**config.mk**
```make
export PLATFORM = sky130hd
export DESIGN_NAME = playfair_digraph_cipher_flat
export DESIGN_NICKNAME = d
export VERILOG_FILES = /design/src/hw/rtl/pf_pkg.sv /design/src/hw/rtl/pf_if.sv /design/src/hw/rtl/playfair_digraph_cipher.sv /design/src/flat_wrapper.sv
export SDC_FILE = /design/constraint.sdc
export NUM_CORES = 1
export LEC_CHECK = 0
export ABC_AREA = 1
export BUFFER_PORTS_ARGS = -buffer_cell sky130_fd_sc_hd__buf_4
export CAP_MARGIN = 20
export CELL_PAD_IN_SITES_DETAIL_PLACEMENT = 0
export CELL_PAD_IN_SITES_GLOBAL_PLACEMENT = 2
export CORE_MARGIN = 1.5
export CORE_UTILIZATION = 39
export DETAILED_ROUTE_END_ITERATION = 7
export GPL_ROUTABILITY_DRIVEN = 0
export PLACE_DENSITY_LB_ADDON = 0.15
export SYNTH_ARGS = -nofsm -noshare
export SYNTH_HDL_FRONTEND = slang
export SYNTH_SLANG_ARGS = --single-unit
```
**constraint.sdc**
```tcl
create_clock -name clk -period 5 [get_ports clk]
set_input_delay 1 -clock clk [delete_from_list [all_inputs] [get_ports clk]]
set_output_delay 1 -clock clk [all_outputs]
set_load 0.03 [all_outputs]
```
**src/hw/rtl/pf_pkg.sv**
```systemverilog
// Types and constants shared by the Playfair digraph cipher RTL.
// No dependencies; compiled first.
package pf_pkg;

	localparam int unsigned SIDE  = 5;
	localparam int unsigned CELLS = SIDE * SIDE;

	typedef logic [4:0] letter_t;
	typedef logic [2:0] coord_t;
	typedef logic [CELLS-1:0] cell_vec_t;
	typedef logic [49:0] cfg_data_t;

	localparam letter_t LETTER_I   = 5'd8;
	localparam letter_t LETTER_J   = 5'd9;
	localparam letter_t LETTER_MAX = 5'd25;

	// Configuration register indexes
	typedef enum logic [1:0] {
		REG_CELLS_LOW  = 2'd0,
		REG_CELLS_MID  = 2'd1,
		REG_CELLS_HIGH = 2'd2
	} cfg_reg_t;

	// One step round the square, forwards or backwards
	function automatic coord_t step_mod5(input coord_t v, input logic back);
		coord_t r;
		if (back) begin
			r = (v == 3'd0) ? 3'd4 : v - 3'd1;
		end else begin
			r = (v == 3'd4) ? 3'd0 : v + 3'd1;
		end
		return r;
	endfunction

	// One-hot cell select from row and column
	function automatic cell_vec_t cell_sel(input coord_t row, input coord_t col);
		cell_vec_t s;
		s = '0;
		for (int r = 0; r < SIDE; r++) begin
			for (int c = 0; c < SIDE; c++) begin
				if (row == coord_t'(r) && col == coord_t'(c)) begin
					s[r*SIDE + c] = 1'b1;
				end
			end
		end
		return s;
	endfunction

endpackage

```
**src/hw/rtl/pf_if.sv**
```systemverilog
// Valid/ready channel interfaces for the Playfair digraph cipher.
// Depends on pf_pkg.
interface pf_in_if;
	logic             valid;
	logic             ready;
	logic             func;
	pf_pkg::letter_t  first_letter;
	pf_pkg::letter_t  second_letter;

	modport source (output valid, func, first_letter, second_letter, input ready);
	modport sink   (input valid, func, first_letter, second_letter, output ready);
endinterface

interface pf_out_if;
	logic             valid;
	logic             ready;
	pf_pkg::letter_t  first_out;
	pf_pkg::letter_t  second_out;
	logic             not_found;

	modport source (output valid, first_out, second_out, not_found, input ready);
	modport sink   (input valid, first_out, second_out, not_found, output ready);
endinterface

interface pf_cfg_if;
	logic               valid;
	logic               ready;
	logic [1:0]         index;
	pf_pkg::cfg_data_t  data;

	modport source (output valid, index, data, input ready);
	modport sink   (input valid, index, data, output ready);
endinterface

```
**src/hw/rtl/playfair_digraph_cipher.sv**
```systemverilog
// Playfair digraph cipher, 5x5 key square in configuration registers.
// Throughput one item per cycle while the result side keeps taking results.
// Four register stages: compare, locate, rule, cell select; each stalls only when full.
// arst_n clears all valid bits and the key square (all cells read as letter a).
// Depends on pf_pkg and the channel interfaces in pf_if.sv.
module playfair_digraph_cipher (
	input  logic      clk,
	input  logic      arst_n,
	pf_in_if.sink     req,
	pf_out_if.source  rsp,
	pf_cfg_if.sink    cfg
);
	import pf_pkg::*;

	// ---------------------------------------------------------------
	// Key square: 25 cells, row-major; written from the config channel
	// ---------------------------------------------------------------
	letter_t cell_q [CELLS];

	assign cfg.ready = 1'b1;

	always_ff @(posedge clk or negedge arst_n) begin
		if (!arst_n) begin
			for (int k = 0; k < CELLS; k++) cell_q[k] <= '0;
		end else if (cfg.valid) begin
			case (cfg.index)
				REG_CELLS_LOW: begin
					for (int k = 0; k < 10; k++) cell_q[k] <= cfg.data[5*k +: 5];
				end
				REG_CELLS_MID: begin
					for (int k = 0; k < 10; k++) cell_q[10 + k] <= cfg.data[5*k +: 5];
				end
				REG_CELLS_HIGH: begin
					for (int k = 0; k < 5; k++) cell_q[20 + k] <= cfg.data[5*k +: 5];
				end
				default: ; // writes beyond the register list are dropped
			endcase
		end
	end

	// ---------------------------------------------------------------
	// Stall control: a stage moves when it is empty or its successor moves
	// ---------------------------------------------------------------
	logic v_s1, v_s2, v_s3, v_s4;
	logic en1, en2, en3, en4;

	assign en4 = !v_s4 || rsp.ready;
	assign en3 = !v_s3 || en4;
	assign en2 = !v_s2 || en3;
	assign en1 = !v_s1 || en2;
	assign req.ready = en1;

	always_ff @(posedge clk or negedge arst_n) begin
		if (!arst_n) begin
			v_s1 <= 1'b0;
			v_s2 <= 1'b0;
			v_s3 <= 1'b0;
			v_s4 <= 1'b0;
		end else begin
			if (en1) v_s1 <= req.valid;
			if (en2) v_s2 <= v_s1;
			if (en3) v_s3 <= v_s2;
			if (en4) v_s4 <= v_s3;
		end
	end

	// ---------------------------------------------------------------
	// Stage 1: fold j to i, compare each letter against all 25 cells
	// ---------------------------------------------------------------
	letter_t   a_fold, b_fold;
	cell_vec_t match_a, match_b;

	always_comb begin
		a_fold = (req.first_letter  == LETTER_J) ? LETTER_I : req.first_letter;
		b_fold = (req.second_letter == LETTER_J) ? LETTER_I : req.second_letter;
		for (int k = 0; k < CELLS; k++) begin
			// codes above z never match, even against a cell holding that code
			match_a[k] = (cell_q[k] == a_fold) && (a_fold <= LETTER_MAX);
			match_b[k] = (cell_q[k] == b_fold) && (b_fold <= LETTER_MAX);
		end
	end

	logic      func_s1;
	cell_vec_t match_a_s1, match_b_s1;

	always_ff @(posedge clk) begin
		if (en1) begin
			func_s1    <= req.func;
			match_a_s1 <= match_a;
			match_b_s1 <= match_b;
		end
	end

	// ---------------------------------------------------------------
	// Stage 2: last match in row-major order -> row and column
	// ---------------------------------------------------------------
	coord_t ra, ca, rb, cb;
	logic   hit_a, hit_b;

	always_comb begin
		ra = '0; ca = '0; rb = '0; cb = '0;
		hit_a = 1'b0; hit_b = 1'b0;
		for (int r = 0; r < SIDE; r++) begin
			for (int c = 0; c < SIDE; c++) begin
				if (match_a_s1[r*SIDE + c]) begin
					ra = coord_t'(r); ca = coord_t'(c); hit_a = 1'b1;
				end
				if (match_b_s1[r*SIDE + c]) begin
					rb = coord_t'(r); cb = coord_t'(c); hit_b = 1'b1;
				end
			end
		end
	end

	logic   func_s2, found_s2;
	coord_t ra_s2, ca_s2, rb_s2, cb_s2;

	always_ff @(posedge clk) begin
		if (en2) begin
			func_s2  <= func_s1;
			found_s2 <= hit_a && hit_b;
			ra_s2    <= ra;
			ca_s2    <= ca;
			rb_s2    <= rb;
			cb_s2    <= cb;
		end
	end

	// ---------------------------------------------------------------
	// Stage 3: Playfair rule -> one-hot target cell per letter
	// Same row (also same cell) wins over same column; else rectangle corners.
	// ---------------------------------------------------------------
	coord_t na_r, na_c, nb_r, nb_c;

	always_comb begin
		if (ra_s2 == rb_s2) begin
			na_r = ra_s2; na_c = step_mod5(ca_s2, func_s2);
			nb_r = rb_s2; nb_c = step_mod5(cb_s2, func_s2);
		end else if (ca_s2 == cb_s2) begin
			na_r = step_mod5(ra_s2, func_s2); na_c = ca_s2;
			nb_r = step_mod5(rb_s2, func_s2); nb_c = cb_s2;
		end else begin
			na_r = ra_s2; na_c = cb_s2;
			nb_r = rb_s2; nb_c = ca_s2;
		end
	end

	logic      nf_s3;
	cell_vec_t sel_a_s3, sel_b_s3;

	always_ff @(posedge clk) begin
		if (en3) begin
			nf_s3    <= !found_s2;
			// an empty select gives zero letters for a missing letter
			sel_a_s3 <= found_s2 ? cell_sel(na_r, na_c) : '0;
			sel_b_s3 <= found_s2 ? cell_sel(nb_r, nb_c) : '0;
		end
	end

	// ---------------------------------------------------------------
	// Stage 4: one-hot AND-OR select of the cell contents, output register
	// ---------------------------------------------------------------
	letter_t out_a, out_b;

	always_comb begin
		out_a = '0;
		out_b = '0;
		for (int k = 0; k < CELLS; k++) begin
			out_a = out_a | (cell_q[k] & {5{sel_a_s3[k]}});
			out_b = out_b | (cell_q[k] & {5{sel_b_s3[k]}});
		end
	end

	letter_t first_out_s4, second_out_s4;
	logic    nf_s4;

	always_ff @(posedge clk) begin
		if (en4) begin
			first_out_s4  <= out_a;
			second_out_s4 <= out_b;
			nf_s4         <= nf_s3;
		end
	end

	assign rsp.valid      = v_s4;
	assign rsp.first_out  = first_out_s4;
	assign rsp.second_out = second_out_s4;
	assign rsp.not_found  = nf_s4;

	// ---------------------------------------------------------------
	// Assertions
	// ---------------------------------------------------------------
	a_sel_a_onehot: assert property (@(posedge clk) disable iff (!arst_n)
		v_s3 && !nf_s3 |-> $onehot(sel_a_s3))
		else $error("first letter target not one-hot");

	a_sel_b_onehot: assert property (@(posedge clk) disable iff (!arst_n)
		v_s3 && !nf_s3 |-> $onehot(sel_b_s3))
		else $error("second letter target not one-hot");

	a_nf_zero: assert property (@(posedge clk) disable iff (!arst_n)
		v_s4 && nf_s4 |-> first_out_s4 == '0 && second_out_s4 == '0)
		else $error("missing letter gave non-zero result");

	a_s2_advance: assert property (@(posedge clk) disable iff (!arst_n)
		v_s2 && en3 |=> v_s3)
		else $error("item lost between stage 2 and stage 3");

endmodule

```
**src/flat_wrapper.sv**
```systemverilog
// flat-port wrapper written by rule: the top's interface ports become plain ports
module playfair_digraph_cipher_flat import pf_pkg::*;
  (clk, arst_n, req_valid, req_func, req_first_letter, req_second_letter, req_ready, rsp_valid, rsp_first_out, rsp_second_out, rsp_not_found, rsp_ready, cfg_valid, cfg_index, cfg_data, cfg_ready);
  pf_in_if req_i ();
  pf_out_if rsp_i ();
  pf_cfg_if cfg_i ();
  input  logic clk;
  input  logic arst_n;
  input wire logic [$bits(req_i.valid)-1:0] req_valid;
  input wire logic [$bits(req_i.func)-1:0] req_func;
  input wire logic [$bits(req_i.first_letter)-1:0] req_first_letter;
  input wire logic [$bits(req_i.second_letter)-1:0] req_second_letter;
  output wire logic [$bits(req_i.ready)-1:0] req_ready;
  output wire logic [$bits(rsp_i.valid)-1:0] rsp_valid;
  output wire logic [$bits(rsp_i.first_out)-1:0] rsp_first_out;
  output wire logic [$bits(rsp_i.second_out)-1:0] rsp_second_out;
  output wire logic [$bits(rsp_i.not_found)-1:0] rsp_not_found;
  input wire logic [$bits(rsp_i.ready)-1:0] rsp_ready;
  input wire logic [$bits(cfg_i.valid)-1:0] cfg_valid;
  input wire logic [$bits(cfg_i.index)-1:0] cfg_index;
  input wire logic [$bits(cfg_i.data)-1:0] cfg_data;
  output wire logic [$bits(cfg_i.ready)-1:0] cfg_ready;
  assign req_i.valid = req_valid;
  assign req_i.func = req_func;
  assign req_i.first_letter = req_first_letter;
  assign req_i.second_letter = req_second_letter;
  assign req_ready = req_i.ready;
  assign rsp_valid = rsp_i.valid;
  assign rsp_first_out = rsp_i.first_out;
  assign rsp_second_out = rsp_i.second_out;
  assign rsp_not_found = rsp_i.not_found;
  assign rsp_i.ready = rsp_ready;
  assign cfg_i.valid = cfg_valid;
  assign cfg_i.index = cfg_index;
  assign cfg_i.data = cfg_data;
  assign cfg_ready = cfg_i.ready;
  playfair_digraph_cipher u_core (.clk(clk), .arst_n(arst_n), .req(req_i), .rsp(rsp_i), .cfg(cfg_i));
endmodule
```
# After elaboration in Yosys (flattened, before gate mapping)
# Index checks and enable logic that the tools add are counted.
# classes
shifts,0
n_reduce_logical,124
n_div,0
n_lt_le_gt_ge,2
muxes,198
mul,0
n_addsub,8
bitwise_logic,98
eq_ne,76
# ops
operator,count
$and 5x5->5,50
$eq 5x5->1,50
$or 5x5->5,48
$mux 3,60
$mux 1,112
$logic_and 1x1->1,101
$mux 2,24
$eq 3x2->1 const B,8
$eq 3x3->1 const B,8
$logic_not 3->1,8
$add 3x1->3 const B,4
$eq 3x1->1 const B,4
$sub 3x1->3 const B,4
$eq 5x4->1 const B,2
$le 5x5->1 const B,2
$mux 5,2
$reduce_or 5->1,2
$eq 3x3->1,2
$reduce_and 2->1,3
$logic_not 1->1,5
$logic_or 1x1->1,4
$eq 2x1->1 const B,1
$eq 2x2->1 const B,1
$logic_not 2->1,1
# word_totals
ram_bits,0
romBits,0
word_cells,550
input_bits,68
memories,0
reg_bits,256
latch_bits,0
out_inout_bits,14

# Logic depth before layout (Yosys ltp)
# logic_depth
word_depth,26
depth_mapped,19
ltp_nobuf,19

# Worst setup path before layout
# No wires, ideal clock.
# synth_path
path_type,input port to output port
startpoint,input port rsp_ready
endpoint,output port req_ready
slack_ns,0.081
t_required_ns,4.000
path_buffers,0
stages,6
arrival_time_ns,3.919
path_cell_list,nor2_1 > inv_1 > nor2_1 > inv_1 > nor2_1 > nand2_1
# synth_via
elab_chain_len,4
# synth_rtl
element,line_no,rtl
start: declaration,flat_wrapper.sv:18,input wire logic [$bits(rsp_i.ready)-1:0] rsp_ready;
$logic_or 1x1->1,playfair_digraph_cipher.sv:47,assign en4 = !v_s4 || rsp.ready;
named net u_core.en4,playfair_digraph_cipher.sv:45,"logic en1, en2, en3, en4;"
$logic_or 1x1->1,playfair_digraph_cipher.sv:48,assign en3 = !v_s3 || en4;
named net u_core.en3,playfair_digraph_cipher.sv:45,
$logic_or 1x1->1,playfair_digraph_cipher.sv:49,assign en2 = !v_s2 || en3;
$logic_or 1x1->1,playfair_digraph_cipher.sv:50,assign en1 = !v_s1 || en2;
end: declaration,flat_wrapper.sv:13,output wire logic [$bits(req_i.ready)-1:0] req_ready;
# The timed path passes the listed nets, and every way through them passes these cells.

# Final worst setup path
# Same ends and word-level chain as after synthesis.

==> flow_summary.json <==
{
  "outcome": "complete, no violations",
  "routed_wl_um": 54080,
  "dieWidth_um": 196.8,
  "cts_tree": "yes",
  "reg2reg_depth": 10,
  "ys_seq_elements": 256,
  "p_leak_nw": 7.159,
  "ys_types": 40,
  "finalHoldViolations": 0,
  "finalSetupViolCount": 0,
  "netlist_instances": 1647,
  "num_antenna_cells": 0,
  "r2r_setup_slack_ns": 2.53,
  "num_io_pins": 82,
  "synth_nets": 1731,
  "drt_iter0_drc": 1156,
  "cts_buffer_depth": 3,
  "cts_resized": 0,
  "finalWorstSetupSlack_ns": 1.849,
  "syn_to_final_growth_pct": 13.58,
  "postCtsHoldBufs": 0,
  "drive_above_1_share_pct": 9.364,
  "tightest_slew_ns": 0.9567,
  "whs_ns": 0.3704,
  "use_met2_pct": 42.59,
  "ys_seq_area_share_pct": 48.05,
  "path_cells": "buf_4, nor2_1, inv_1, nor2_1, inv_2, nor2_1, nand2_2, buf_4",
  "synth.area.top_cells": "edfxtp_1 (26%), dfrtp_1 (22%), nand2_1 (9.3%), xnor2_1 (7.9%), xor2_1 (7.4%)",
  "antenna_found_initial": 0,
  "clk-insertion-delay-late_ns": 0.58,
  "synth-main-ff-cell": "dfrtp_1",
  "die-area_um2": 38750,
  "remaining_drc_errors": 0,
  "critical_path_class": "in2out",
  "firstDrtPassIters": 6,
  "grt_pass1_wl_um": 78340,
  "synth_area_um2": 14650,
  "met1_usage_pct": 38.11,
  "cap_violations": 0,
  "cp-start-kind": "input port",
  "start_util_pct": 39.84,
  "max-vdd-ir-drop_v": 0.0002691,
  "wl_per_cell_um": 24.61,
  "rsz0062_at_grt": "no",
  "p_total_mw": 7.969,
  "row_count": 70,
  "synth_largest_area_cell": "edfxtp_1",
  "viasPerCell": 5.474,
  "dp_hpwl_um": 42560,
  "cp_common_cell": "nor2_1",
  "period_share_pct": 63.01,
  "pre_cts_ws_ns": 1.823,
  "critPathTopFamily": "buffers and inverters",
  "top_usage_layer": "met2",
  "die_height_um": 196.8,
  "timing.rr.end": "u_core.sel_b_s3[10]",
  "period_minus_slack_ns": 3.151,
  "core_um2": 36790,
  "reg2reg_from": "u_core.cb_s2[0]",
  "yosysMostFrequentCell": "nand2_1",
  "min_path_type": "in2async",
  "fin_nets": 1790,
  "postRouteAntennaNets": 0,
  "htreeDepth": 1,
  "clock-sinks": 256,
  "worstPathRequired_ns": 4.00,
  "post-route-util_pct": 45.24,
  "slew_headroom_pct": 36.22,
  "grt_max_degree": 101,
  "postSynthAreaPerCell_um2": 8.897,
  "path_clk_slew_ns": 0.06,
  "grt_use_met3_pct": 6.331,
  "yosysTopAreaCellShare_pct": 26.02,
  "cts-root-buf": "clkbuf_16",
  "max_freq_mhz": 317.4,
  "critical_path.max_stage_delay_ns": 0.25,
  "path_buf_inv": 4,
  "yosysWarningCount": 0,
  "arrival_ns": 2.15,
  "synthTopCellsByCount": "nand2_1 (362), inv_1 (155), o21ai_0 (139)",
  "slowest_stage": "inv_1",
  "power.density_nw_per_um2": 478.8,
  "synth_edf_count": 127,
  "grt_pass1_vias": 11460,
  "numPortBuffers": 80,
  "cts_made_buffers": 30,
  "setup_tns_ns": 0,
  "grt_overflow_total": 0,
  "crit_path_max_fanout": 13,
  "finalMaxSlewViolations": 0,
  "post_cts_buffers": 0,
  "fin_worst_skew_ns": 0.01301,
  "track_usage_pct": 28.26,
  "num_vias": 12030,
  "critPathCaptureType": "output port",
  "async_flop_share_pct": 50.39
}
cell type report:
cell class | instances | area (um2)
fill | 3651 | 20140
sequential | 256 | 7042
multi-input combinational | 1171 | 6754
clock buffer | 44 | 905.9
timing repair buffer | 88 | 664.4
inverter | 159 | 596.8
tap | 468 | 585.6
clock inverter | 12 | 95.09
cell families after synthesis:
kind of cell               synth area share [%]
and+or+nand+nor                           19.27
muxes                                    0.1366
buffers and inverters                     5.943
xor gates and xnor gates                  15.36
adders and majority gates                 1.366
DFF                                       48.05
other                                   0.02559
AOI/OAI and AO/OA                         9.845
worst reg2reg max path, delay by kind of cell, from the launching register on:
family / cells / cell delay, ns
flip-flops: 1 / 0.45
AO/OA/AOI/OAI: 2 / 0.33
AND/OR/NAND/NOR: 4 / 0.84
buffers and inverters: 2 / 0.14
adder cells (fa/ha/maj): 2 / 0.45
worst max path at each step:
stage	startpoint	endpoint	depth (start not counted)
2_1_floorplan	rsp_ready	req_ready	6
3_3_place_gp	rsp_ready	req_ready	8
3_5_place_dp	rsp_ready	req_ready	8
4_1_cts	rsp_ready	req_ready	8
5_1_grt	rsp_ready	req_ready	8
6_report	rsp_ready	req_ready	8
routing by layer:
metal	wire (um)	vias to the layer above
met5	0	-
met3	4259	163
met4	3219	0
met1	23000	5731
li1	-	5629
met2	23600	508
cell usage in the layout, fill, tap and decap left out, types with 5 or more instances in the layout:
cell type	instances
dfrtp_1	129
o21ai_0	139
nand4_1	23
nand2_2	6
nor4_1	56
clkbuf_8	6
a22o_1	16
inv_1	154
xnor2_1	133
edfxtp_1	127
ha_1	16
clkinv_2	7
a211oi_1	11
nand2_1	359
or2_2	5
buf_4	87
xor2_1	124
nand3_1	107
clkbuf_16	32
inv_2	5
clkbuf_1	6
a21oi_1	41
nor2_1	88
a221oi_1	17
sequential cells by signal, summed over array words and instances (netlist names), 5 cells and up:
register and flops:
u_core.cell_q 125, u_core.sel_a_s3 25, u_core.match_a_s1 25, u_core.sel_b_s3 25, u_core.match_b_s1 25, u_core.rsp.first_out 5
u_core.rsp.second_out 5
power breakdown:
group          leakage [nW]  internal [mW]  total (mW)  switching [mW]
Sequential             2.98           2.66        3.46           0.801
Clock                 0.504           1.31        2.23           0.924
Combinational          3.67          0.838        2.28            1.45
metrics by stage:
step	std cells	cell area (um2)
after floorplan	1647	14650
after global placement	2142	15640
after detailed placement	2142	15640
after CTS	2198	16640
after global routing	2198	16640
final	2198	16640
Note: power is estimated with default switching activity, not from simulation.
